`src/rtl/core/pit_pkg.sv`:
```
// shared constants, codes and types of the periodic interrupt timer
// no dependencies
package pit_pkg;

    localparam int NUM_CHANNELS = 4;
    localparam int COUNT_WIDTH  = 32;
    localparam int DATA_WIDTH   = 32;
    localparam int IRQ_WIDTH    = 4;

    localparam logic [1:0] CMD_READ  = 2'd0;
    localparam logic [1:0] CMD_WRITE = 2'd1;
    localparam logic [1:0] CMD_TICK  = 2'd2;

    localparam logic [2:0] SEL_LOAD   = 3'd0;
    localparam logic [2:0] SEL_COUNT  = 3'd1;
    localparam logic [2:0] SEL_CTRL   = 3'd2;
    localparam logic [2:0] SEL_FLAG   = 3'd3;
    localparam logic [2:0] SEL_MODULE = 3'd4;

    typedef struct packed {
        logic [1:0]            command;
        logic [1:0]            channel;
        logic [2:0]            register_select;
        logic [DATA_WIDTH-1:0] write_data;
    } pit_item_t;

    typedef struct packed {
        logic valid;
        logic advance;
    } pit_stage_ctl_t;

endpackage

```
`src/rtl/core/pit_in_stage.sv`:
```
// input register of the timer: captures one request item
// depends on pit_pkg
module pit_in_stage
    import pit_pkg::*;
(
    input  logic           clk,
    input  logic           rst_n,
    input  logic           in_valid,
    output logic           in_ready,
    input  pit_item_t      in_item,
    input  logic           core_ready,
    output pit_stage_ctl_t ctl,
    output pit_item_t      item
);

    logic      valid_reg;
    logic      valid_next;
    pit_item_t item_reg;
    logic      advance;

    assign advance    = valid_reg && core_ready;
    assign in_ready   = !valid_reg || core_ready;
    assign valid_next = in_valid ? 1'b1 : (advance ? 1'b0 : valid_reg);

    always_ff @(posedge clk or negedge rst_n)
    begin
        if (!rst_n)
        begin
            valid_reg <= 1'b0;
        end
        else if (in_ready)
        begin
            valid_reg <= valid_next;
        end
    end

    always_ff @(posedge clk)
    begin
        if (in_valid && in_ready)
        begin
            item_reg <= in_item;
        end
    end

    assign ctl.valid   = valid_reg;
    assign ctl.advance = advance;
    assign item        = item_reg;

endmodule

```
`config.mk`:
```
export PLATFORM = sky130hd
export DESIGN_NAME = pit_in_stage
export DESIGN_NICKNAME = d
export VERILOG_FILES = /design/src/rtl/core/pit_pkg.sv /design/src/rtl/core/pit_in_stage.sv
export SDC_FILE = /design/constraint.sdc
export NUM_CORES = 1
export LEC_CHECK = 0
export BUFFER_PORTS_ARGS = -buffer_cell sky130_fd_sc_hd__buf_4
export CAP_MARGIN = 20
export CORE_ASPECT_RATIO = 0.5
export CORE_MARGIN = 10
export CORE_UTILIZATION = 36
export DETAILED_ROUTE_END_ITERATION = 16
export PLACE_DENSITY_LB_ADDON = 0.1
export SETUP_SLACK_MARGIN = 0.02
export SYNTH_ARGS = -nofsm -noshare
export SYNTH_HDL_FRONTEND = slang
export SYNTH_SLANG_ARGS = --single-unit
```
`constraint.sdc`:
```
create_clock -name clk -period 1.29 [get_ports clk]
set_input_delay 0.258 -clock clk [delete_from_list [all_inputs] [get_ports clk]]
set_output_delay 0.258 -clock clk [all_outputs]
set_load 0.03 [all_outputs]
```
* Word level (Yosys, flattened, before mapping)
Index checks and enable logic that the tools add are counted.
** Storage, ports and cells
- Bits in registers :: 40
- Bits in latches :: 0
- Bits in writable memories :: 0
- ROM bits :: 0
- Bits of input ports :: 43
- Output and inout port bits :: 42
- Logic and storage cells :: 13
- Memories :: 0
** Operators by class
- Add/subtract/negate cells :: 0
- $mul :: 0
- Div/mod/pow operators :: 0
- Order comparisons :: 0
- Eq/ne operators :: 0
- Shifts and indexed selects :: 0
- Muxes and demuxes :: 2
- Bitwise operators :: 0
- Reduce and logical (&&, ||, !) cells :: 6
** Operator list (count)
- $logic_and 1x1->1 :: 2
- $mux 1 :: 2
- $reduce_and 2->1 :: 1
- $reduce_bool 2->1 :: 1
- $logic_not 1->1 :: 1
- $logic_or 1x1->1 :: 1

* Logic depth before layout (Yosys ltp)
Gate-level depths: netlist (run 1).
- Depth after elaboration :: 3
- Mapped depth :: 2
- Depth with buffers taken out :: 2

* Worst setup path after synthesis (run 1)
No wires, ideal clock.
- Path type :: register to register
- Start :: register valid_reg
- End :: register item_reg (netlist bit item[0]), enable pin
- Library setup time :: 0.351 ns
- Arrival :: 0.933 ns
- Data required time :: 0.939 ns
- Slack :: 0.005 ns
- Cell stages (with the launch flop) :: 3
- Path buffers :: 0
- Period minus slack after synthesis :: 1.285 ns
- Cells stage by stage :: dfrtp_1 nand2b_4 and2_4
** Between the ends
- Cells in the longest elaborated chain, start to end :: 3
** RTL lines
- start: declaration :: RTL line pit_in_stage.sv:16 : logic valid_reg;
- start signal: assignment :: RTL line pit_in_stage.sv:33 : valid_reg <= valid_next;
- $logic_not 1->1 :: RTL line pit_in_stage.sv:22 : assign in_ready = !valid_reg || core_ready;
- $logic_or 1x1->1 :: RTL line pit_in_stage.sv:22
- net in_ready :: RTL line pit_in_stage.sv:9 : output logic in_ready,
- $logic_and 1x1->1 :: RTL line pit_in_stage.sv:39 : if (in_valid && in_ready)
- end signal: assignment :: RTL line pit_in_stage.sv:41 : item_reg <= in_item;
- end: declaration :: RTL line pit_in_stage.sv:18 : pit_item_t item_reg;
The timed path passes the listed nets, and every way through them passes these cells.
A chain may end at the register's enable or synchronous reset.

==> results of run 1 <==
## repair_timing
item	in CTS	in global routing
hold endpoints to repair	1	0
setup endpoints to repair	1	1
gates resized for setup	1	1
hold buffers	1	0
## final cells by class
type	instances	area (um^2)	area share [%]
Sequential cell	40	1200	58.9
Clock inverter	2	7.51	0.369
Tap cell	40	50.0	2.46
Clock buffer	5	68.8	3.39
Timing Repair Buffer	87	672	33.1
Multi-Input combinational cell	4	37.5	1.85
## stage by stage
step	utilization (%)	instance area [um^2]	hold WS, ns	power, mW	cells
3_3_place_gp	61.5	1940	0.0342	1.97	170
6_report	64.4	2030	0.148	2.67	178
3_5_place_dp	61.5	1940	0.0346	1.98	170
2_1_floorplan	-	1250	-0.0376	1.75	46
5_1_grt	64.4	2030	0.130	2.78	178
4_1_cts	64.4	2030	0.134	2.71	178
## path summary, 6_finish.rpt
check                            start  slack [ns]         to
max                          valid_reg        0.05     ctl[0]
min                        in_item[10]        0.15   item[10]
max reg2reg                  valid_reg        0.10   item[20]
min reg2reg                  valid_reg        0.59  valid_reg
max in group asynchronous        rst_n        0.92  valid_reg
min in group asynchronous        rst_n        0.29  valid_reg
## routing by layer
layer / up-vias / track usage (%) / part of all wire, %
li1: 358 / - / -
met1: 339 / 7.55 / 31
met2: 44 / 15.6 / 52
met3: 2 / 7.82 / 16
met4: 0 / 3.54 / 0.65
met5: - / 0 / 0
## kinds of logic (layout without fill, tap and decap cells)
| group | after synthesis | in the layout | share of synthesized area [%] |
|---|---|---|---|
| simple gates | 4 | 4 | 2.81 |
| flops | 40 | 40 | 96.0 |
| buf+inv | 2 | 94 | 1.20 |
## power breakdown
group / total, mW / internal (mW) / switching, mW / leakage (nW)
logic: 0.415 / 0.188 / 0.227 / 0.443
registers: 1.53 / 1.51 / 0.0186 / 0.382
clock network: 0.727 / 0.356 / 0.370 / 0.0391
## synth_stat cells
cell type                  number
sky130_fd_sc_hd__buf_4          2
sky130_fd_sc_hd__dfrtp_1        1
sky130_fd_sc_hd__and2_4         1
sky130_fd_sc_hd__edfxtp_1      39
sky130_fd_sc_hd__and2_1         1
sky130_fd_sc_hd__nand2b_1       1
sky130_fd_sc_hd__nand2b_4       1
==> summary by stage, run 1 <==
Drt
Dividing the detail-routed via count by the number of cells gives 4.17. After detailed routing, the average wire length per cell comes to 16.5 um. The final routed DRC violation total is 0.

Summing over every cut layer, the via total after detailed routing is 743. The total length of routed wires is 2940 um. The length of the first detailed-routing pass in iterations is 2.

After the first detailed-routing iteration, the DRC count stood at 10. The detail route stage leaves a number of antenna-violating nets equal to 0.

Worst setup path
At the worst endpoint, the arrival time is 0.98 ns. The worst setup path is launched from a register. The worst setup path is of the reg -> out kind. The count of cells along the worst register-to-register path is 3.

The number of buffers and inverters on the critical path is 1. The path length in cells of the critical path is 2. The nature of the critical path endpoint is a primary output. The required time reported for the critical path endpoint is 1.03 ns.

The family with the most delay on the worst path is flip-flops. The signal on the critical path passes through and2_4 -> buf_6. Along the worst path, the maximum fanout reaches 3. The biggest cell delay along the critical path is 0.42 ns. The worst-path cell with the longest stage delay is sky130_fd_sc_hd__dfrtp_1.

STA
Setup repair after global routing left no endpoint under its margin. After layout, the minimum clock period comes to 1.24 ns. The post-route fraction of the period consumed by the critical path is 96.0%. Summed over all failing endpoints, the final setup total negative slack is 0 ns. The number of failing hold endpoints at the final stage is 0. For this run, the top clock speed supported by timing is 807 MHz. For the pin with the worst max-slew slack, the measured transition is 0.153 ns. The smallest setup slack after layout is 0.0515 ns. Measured against its own limit, the worst slew margin works out to 89.8%. The total setup violations reported at the end of the flow is 0.

The worst setup skew after layout is 0.00435 ns. The max-slew violation count is 0.

Power and ir drop
In this run the power density over the cells is 1310 nW/um^2. The standby leakage power is 0.864 nW. IR analysis of the VDD net gives a maximum drop of 0.957 mV.

Finish
The relative area change from synthesis to final layout is 63.1%. The filler cells instantiated in the layout total 228. Leaving out fill and tap cells, the most frequent cell in the layout is sky130_fd_sc_hd__buf_4. For this run, the post-layout net count is 181.

The register with the most flip-flops in the layout has 39 of them. The library cells used most frequently in the layout, excluding fill and tap cells, are sky130_fd_sc_hd__buf_4 (84), sky130_fd_sc_hd__edfxtp_1 (39), sky130_fd_sc_hd__clkbuf_8 (5). The total inserted antenna cells is 0. The fraction of final layout cells sized beyond drive strength 1 is 68.1%.

CTS
The latest clock arrival within the worst-skew pair is 0.28 ns. Counting along the longest clock path gives a buffer depth of 2. The clock tree root buffer cell is sky130_fd_sc_hd__clkbuf_8. The number of H-tree levels is 2. The TritonCTS clock tree is yes. The total CTS buffers is 5. Counting every sink on the clock net gives 40. The clock-pin slew of the registers on the worst-case setup and hold paths is 0.07 ns.

Buffers added to address setup during post-CTS repair amount to 0.

Logic synthesis
The count of mapped cells out of synthesis is 46. The largest area contributor in the synthesized netlist is sky130_fd_sc_hd__edfxtp_1. The sequential-to-total area share from yosys stat is 96.0%. Yosys attributes the largest share of cell area to sky130_fd_sc_hd__edfxtp_1 (94%), sky130_fd_sc_hd__dfrtp_1 (2.0%), sky130_fd_sc_hd__buf_4 (1.2%).

The number of nets in the synthesized netlist is 89. The cell area that synthesis handed to floorplanning was 1250 um^2. The flip-flop and latch count after synthesis is 40. The share of synthesized area in the top cell type comes to 94.0%. The mean instance size in the synthesized netlist is 27.1 um^2. Yosys mapped the design onto 7 distinct sky130hd cell types.

The Yosys warning count is 0.

Die
The floorplan core area is 3150 um^2. The die area is 6360 um^2. In this run the horizontal extent of the chip is 103 um. Once the floorplan was initialized, standard cells occupied 39.5% of the core. The die height is 61.6 um.

The floorplan has 14 rows. For this design the top-level I/O count stands at 85.

GRT
Global routing used 9.05% of the available tracks across all layers. The sum of overflow across all layers after global routing is 0. Entering global routing, the biggest net connects 26 pins.

The first global-routing pass estimated 4080 um of wire. The number of antenna violations at the first check in global routing is 0. The number of global-route vias before repair is 827.

Job
The number of max-cap violations is 0.

Placement
During placement, the flow inserted port buffers numbering 84. The minimum setup slack after placement is 0.103 ns. The final weighted congestion in routability-driven placement is 0.656.

Worst hold path
The number of cells traversed by the worst hold path is 1. In this run the worst hold path is classified as in -> reg.

Run status
The run finished with clean final reports.
No activity file was read; power rests on OpenSTA's default activity.
==> run 2: changes to the inputs <==
PLACE_DENSITY = 0.79   (was default)
PLACE_DENSITY_LB_ADDON = default   (was 0.1)
==> summary by stage, run 2 (synthesis results as in run 1) <==
Worst setup path
The largest fanout of any net on the critical path was 3 (unchanged). The startpoint of the worst-slack reg-to-reg timing path is valid_reg. STA classifies the critical path startpoint as a register.

The critical path is of the reg -> out type. Among all stages on the critical path, the largest delay is contributed by sky130_fd_sc_hd__dfrtp_1. The reg-to-reg endpoint is item[11]. The nature of the critical path endpoint is a primary output. The data arrival time at the worst-slack endpoint came to 1.00 ns (+0.02 ns). The required time reported for the critical path endpoint is 1.03 ns (about the same). The biggest cell delay along the critical path was 0.43 ns (about the same). The signal on the critical path passes through and2_4 -> buf_6.

The count of cells along the worst register-to-register path was 3 (unchanged). The family with the most delay on the worst path is flip-flops. The setup slack of the most critical reg-to-reg path is 0.08 ns (-0.02 ns).

The number of buffers and inverters on the critical path is 1 (unchanged).

GRT
The number of antenna violations at the first check in global routing is 0 (unchanged). The number of global-route vias before repair is 823 (-0.48%). The global routing usage on met3 came to 2.91% (-4.9 points).

The first-pass GRT wire length was 5090 um (+25%). The met2 usage is 24.1% (+8.5 points). The sum of overflow across all layers after global routing is 0 (unchanged). The busiest layer in global routing is met2. The overall global routing resource usage is 11.6% (+2.5 points).

The maximum number of pins on one net before global-route repair is 22 (-15%). The routing usage on met1 is 9.77% (+2.2 points).

Finish
The fraction of final layout cells sized beyond drive strength 1 was 67.6% (-0.49 points). In the layout the commonest cells are sky130_fd_sc_hd__buf_4 (83), sky130_fd_sc_hd__edfxtp_1 (39), sky130_fd_sc_hd__clkbuf_8 (5). The post-layout instance area is 2050 um^2 (+0.80%). The share of the core filled with cells in the final layout came to 65.0% (+0.52 points). Leaving out fill and tap cells, the most frequent cell in the layout is sky130_fd_sc_hd__buf_4. The total inserted antenna cells is 0 (unchanged). Compared with the post-synthesis result, the final layout area differs by 64.4%. The final-layout fill cell count came to 217 (-4.8%).

The number of flip-flops in the largest register is 39 (unchanged). The number of nets in the finished design came to 181 (unchanged).

STA
Setup repair after global routing could not meet its margin everywhere. The final critical-path required period is 1.25 ns (+0.0163 ns). The worst setup skew after layout is 0.00430 ns (-0.0000523 ns).

The transition time at the pin with the least slew margin is 0.161 ns (+0.00857 ns). The final hold slack was 0.148 ns (+0.0000600 ns). The number of failing hold endpoints at the final stage is 0 (unchanged). The post-route fraction of the period consumed by the critical path was 97.3% (+1.3 points).

The total setup violations reported at the end of the flow is 0 (unchanged). The top achievable clock speed is 797 MHz (-1.3%). The worst max-slew margin expressed relative to the limit is 89.3% (-0.57 points). The max-slew violation count is 0 (unchanged).

Power and ir drop
The clock share of power is 27.8% (+0.6 points). The design internal power is 2.08 mW (+1.2%). The net switching power came to 640 uW (+3.9%). The switching power share of the total is 23.5% (+0.46 points). The standby leakage power came to 0.869 nW (+0.55%).

The power per cell area is 1330 nW/um^2 (+1.1%). The combinational power share was 15.8% (+0.3 points). The largest vdd supply drop is 0.619 mV (-35%). The sequential fraction of design power is 56.4% (-0.9 points).

Placement
The number of buffers added on ports is 84 (unchanged). The final weighted congestion in routability-driven placement was 0.707 (+7.8%). The instance area at placement is 1950 um^2 (+0.65%).

Drt
The number of routed nets with antenna violations is 0 (unchanged). The DRC violation total after the first TritonRoute iteration is 13 (+3). The routed wire length per instance is 20.6 um (+25%). The total length of routed wires was 3700 um (+26%).

The final routed DRC violation total is 0 (unchanged). The length of the first detailed-routing pass in iterations is 4 (+2). The number of vias per cell after detailed routing is 4.26 (+2.0%). The total number of vias is 762 (+2.6%).

CTS
The number of sinks handled by clock tree synthesis was 40 (unchanged). The TritonCTS clock tree is yes. The count of buffers added by post-CTS timing repair for setup is 0 (unchanged). The total CTS buffers is 5 (unchanged). The buffer levels on the longest clock path is 2 (unchanged). The number of H-tree levels is 2 (unchanged). The clock-pin slew of the registers on the worst-case setup and hold paths was 0.07 ns (about the same). The latest clock arrival within the worst-skew pair is 0.28 ns (about the same). The tree is rooted in a sky130_fd_sc_hd__clkbuf_8.

Die
The overall die width was 103 um (unchanged). The standard-cell row count was 14 (unchanged). The die area came to 6360 um^2 (unchanged). The initial cell density of the core is 39.5% (unchanged). The die height is 61.6 um (unchanged). The boundary pin count came to 85 (unchanged). The floorplan core area is 3150 um^2 (unchanged).

Worst hold path
The origin of the worst min-delay path is in_item[16]. The tightest min-delay check is of the in -> reg type. The number of cells traversed by the worst hold path is 1 (unchanged). The worst hold path terminates at item[16].

Job
The number of max-cap violations is 0 (unchanged).

Run status
The flow ran to the end, and the final reports show no timing, DRC or antenna violations.
run 2: cell type report:
cell class              instances  area (um^2)  share of cell area, %
repair buffers                 87          684                   33.4
multi-input cells               4         37.5                   1.83
well taps                      40         50.0                   2.44
clock inverters                 1         3.75                  0.183
flip-flops and latches         40         1200                   58.4
clock buffers                   7         76.3                   3.73
run 2: worst max-delay path by stage:
stage / startpoint / end / slack (ns) / cells after the start
after detailed placement: valid_reg / item[23] / 0.1 / 3
after global routing: valid_reg / ctl[0] / -0.0003 / 2
after floorplan: valid_reg / item[0] / 0.005 / 2
after CTS: valid_reg / ctl[0] / 0.03 / 2
final: valid_reg / ctl[0] / 0.04 / 2
after global placement: valid_reg / item[11] / 0.12 / 3
run 2: metal layers:
| layer | vias to the layer above | part of all wire [%] | wire, um |
|---|---|---|---|
| met5 | - | 0 | 0 |
| met4 | 0 | 3.2 | 119 |
| met3 | 8 | 1.8 | 68 |
| met2 | 12 | 64 | 2380 |
| met1 | 383 | 30 | 1130 |
| li1 | 359 | - | - |
run 2: what timing repair did:
action                                  4_1_cts  5_1_grt
hold buffers                                  1        0
endpoints found under the setup margin        1        1
gates resized for setup                       1        1
endpoints found under the hold margin         1        0
run 2: power by group through the flow:
stage	logic (mW)	registers, mW	clock network, mW
6_report	0.430	1.53	0.758
5_1_grt	0.446	1.54	0.828
4_1_cts	0.430	1.53	0.781
3_5_place_dp	0.425	1.56	0
3_3_place_gp	0.420	1.56	0
2_1_floorplan	0.0520	1.70	0
run 2: metrics by stage:
step | worst slack (ns) | cells | total power [mW] | setup TNS [ns]
finish | 0.0352 | 179 | 2.72 | 0
global route | -0.000332 | 179 | 2.81 | -0.000332
CTS | 0.0293 | 179 | 2.74 | 0
detailed placement | 0.0986 | 170 | 1.99 | 0
global placement | 0.120 | 170 | 1.98 | 0
floorplan | 0.00532 | 46 | 1.75 | 0
==> run 3: changes to the inputs <==
SETUP_SLACK_MARGIN = 0.05   (was 0.02)
==> summary by stage, run 3 (synthesis results as in run 1) <==
Drt
The number of vias per cell after detailed routing was 4.28 (+0.58%). The length of the first detailed-routing pass in iterations was 3 (-1). The final routed DRC violation total came to 0 (unchanged).

The routed wire length per instance is 21.0 um (+1.9%). The total length of routed wires is 3810 um (+3.0%). The number of routed nets with antenna violations is 0 (unchanged). The total number of vias came to 775 (+1.7%). The DRC violation total after the first TritonRoute iteration is 9 (-4).

Worst setup path
The setup slack of the most critical reg-to-reg path is 0.08 ns (about the same). The required time reported for the critical path endpoint came to 1.03 ns (about the same). The largest fanout of any net on the critical path is 3 (unchanged). The biggest cell delay along the critical path is 0.42 ns (about the same). The data arrival time at the worst-slack endpoint is 0.99 ns (about the same). The critical path in this run is classified as reg -> out. The nature of the critical path endpoint is a primary output. The family with the most delay on the worst path is flip-flops. The number of buffers and inverters on the critical path came to 1 (unchanged). The kind of start point of the critical path is a register. The slowest stage of the critical path is the sky130_fd_sc_hd__dfrtp_1 cell.

The critical path goes through and2_4 -> buf_6.

CTS
The clock tree root buffer cell is sky130_fd_sc_hd__clkbuf_8. The number of H-tree levels is 2 (unchanged). The buffer levels on the longest clock path is 2 (unchanged). The TritonCTS clock tree is yes. The clock-pin slew of the registers on the worst-case setup and hold paths is 0.07 ns (about the same). The number of sinks handled by clock tree synthesis was 40 (unchanged). The total CTS buffers is 5 (unchanged). The latest clock arrival within the worst-skew pair is 0.28 ns (about the same).

Power and ir drop
The power consumption is 2.73 mW (+0.25%). The power per cell area is 1320 nW/um^2 (-0.66%). The largest vdd supply drop came to 0.635 mV (+2.6%). The standby leakage power is 0.881 nW (+1.3%).

Placement
The final weighted congestion in routability-driven placement is 0.707 (unchanged). The instance area at placement was 1950 um^2 (unchanged). The number of buffers added on ports is 84 (unchanged).

The minimum setup slack after placement is 0.0986 ns (unchanged). The cell count after placement is 170 (unchanged).

Finish
The library cell used most frequently in the layout, excluding fill and tap cells, is sky130_fd_sc_hd__buf_4. The fraction of final layout cells sized beyond drive strength 1 is 68.1% (+0.46 points). The library cells used most frequently in the layout, excluding fill and tap cells, are sky130_fd_sc_hd__buf_4 (84), sky130_fd_sc_hd__edfxtp_1 (39), sky130_fd_sc_hd__clkbuf_8 (5). The number of flip-flops in the largest register was 39 (unchanged).

The number of nets in the finished design is 183 (+1.1%). The total inserted antenna cells is 0 (unchanged). The post-layout instance area is 2070 um^2 (+0.92%). From synthesis to final layout, the design area changed by 65.9%.

The final standard cell count with taps included and fillers excluded is 181 (+1.1%).

STA
The smallest setup slack after layout was 0.0441 ns (+0.00886 ns). The post-route fraction of the period consumed by the critical path is 96.6% (-0.69 points). The number of failing hold endpoints at the final stage is 0 (unchanged). The top achievable clock speed is 803 MHz (+0.71%). The total setup violations reported at the end of the flow is 0 (unchanged). The transition time at the pin with the least slew margin came to 0.151 ns (-0.00979 ns). The max-slew violation count is 0 (unchanged). The final critical-path required period was 1.25 ns (-0.00886 ns).

The worst max-slew margin expressed relative to the limit is 89.9% (+0.65 points). The worst setup skew after layout came to 0.00294 ns (-0.00135 ns). Setup repair after global routing could not meet its margin everywhere.

GRT
The maximum number of pins on one net before global-route repair was 22 (unchanged). The global routing stage identified its most utilized layer as met2. The met2 usage is 23.6% (-0.54 points). The routing usage on met1 is 8.91% (-0.86 points). The first-pass GRT wire length is 5000 um (-1.8%). The sum of overflow across all layers after global routing is 0 (unchanged). The global routing usage on met3 is 3.02% (+0.11 points). The number of global-route vias before repair is 828 (+0.61%).

The number of antenna violations at the first check in global routing is 0 (unchanged). The overall global routing resource usage came to 11.3% (-0.24 points).

Die
The die area is 6360 um^2 (unchanged). The floorplan core area is 3150 um^2 (unchanged). The boundary pin count is 85 (unchanged). The standard-cell row count came to 14 (unchanged). The die height is 61.6 um (unchanged).

The initial cell density of the core was 39.5% (unchanged). The overall die width is 103 um (unchanged).

Run status
The flow ran to the end, and the final reports show no timing, DRC or antenna violations.

Worst hold path
The path category of the worst min-delay check is in -> reg.

Job
The number of max-cap violations is 0 (unchanged).
run 3: layer usage:
layer,wire length (um),vias up
met5,0,-
met4,76,0
met3,77,4
met2,2490,14
met1,1160,395
li1,-,362
run 3: worst paths after layout:
check,cells past startpoint,end,from
worst max-delay path,2,ctl[0],valid_reg
worst min-delay path,1,item[16],in_item[16]
worst max register to register,3,item[11],valid_reg
worst min register to register,2,valid_reg,valid_reg
max in group asynchronous,2,valid_reg,rst_n
min in group asynchronous,2,valid_reg,rst_n
run 3: cell type report:
class / instances / area (um^2)
sequential: 40 / 1200
fill: 207 / 1090
timing repair buffer: 89 / 703
clock buffer: 7 / 76.3
tap: 40 / 50.0
multi-input combinational: 4 / 37.5
clock inverter: 1 / 3.75
run 3: worst register-to-register path, stage by stage (launching register included):
cell                       delay (ns)
sky130_fd_sc_hd__dfrtp_1         0.42
sky130_fd_sc_hd__nand2b_4        0.10
sky130_fd_sc_hd__and2_4          0.21
sky130_fd_sc_hd__buf_12          0.18
run 3: through the flow:
stage | hold WS [ns] | utilization, % | TNS, ns
2_1_floorplan | -0.0376 | - | 0
3_3_place_gp | 0.0338 | 61.9 | 0
3_5_place_dp | 0.0354 | 61.9 | 0
4_1_cts | 0.139 | 65.0 | 0
5_1_grt | 0.128 | 65.6 | -0.00186
6_report | 0.150 | 65.6 | 0
run 3: power by group:
group	leakage, nW	switching [mW]	internal (mW)
clock	0.0399	0.378	0.376
sequential	0.382	0.0220	1.51
combinational	0.459	0.241	0.200
total	0.881	0.641	2.09
run 3: repair_timing:
action                                  4_1_cts  5_1_grt
endpoints found under the hold margin         1        0
endpoints found under the setup margin        1       23
hold buffers                                  1        0
pin swaps                                     0        1
setup buffers                                 0        2
resized for setup                             2        1
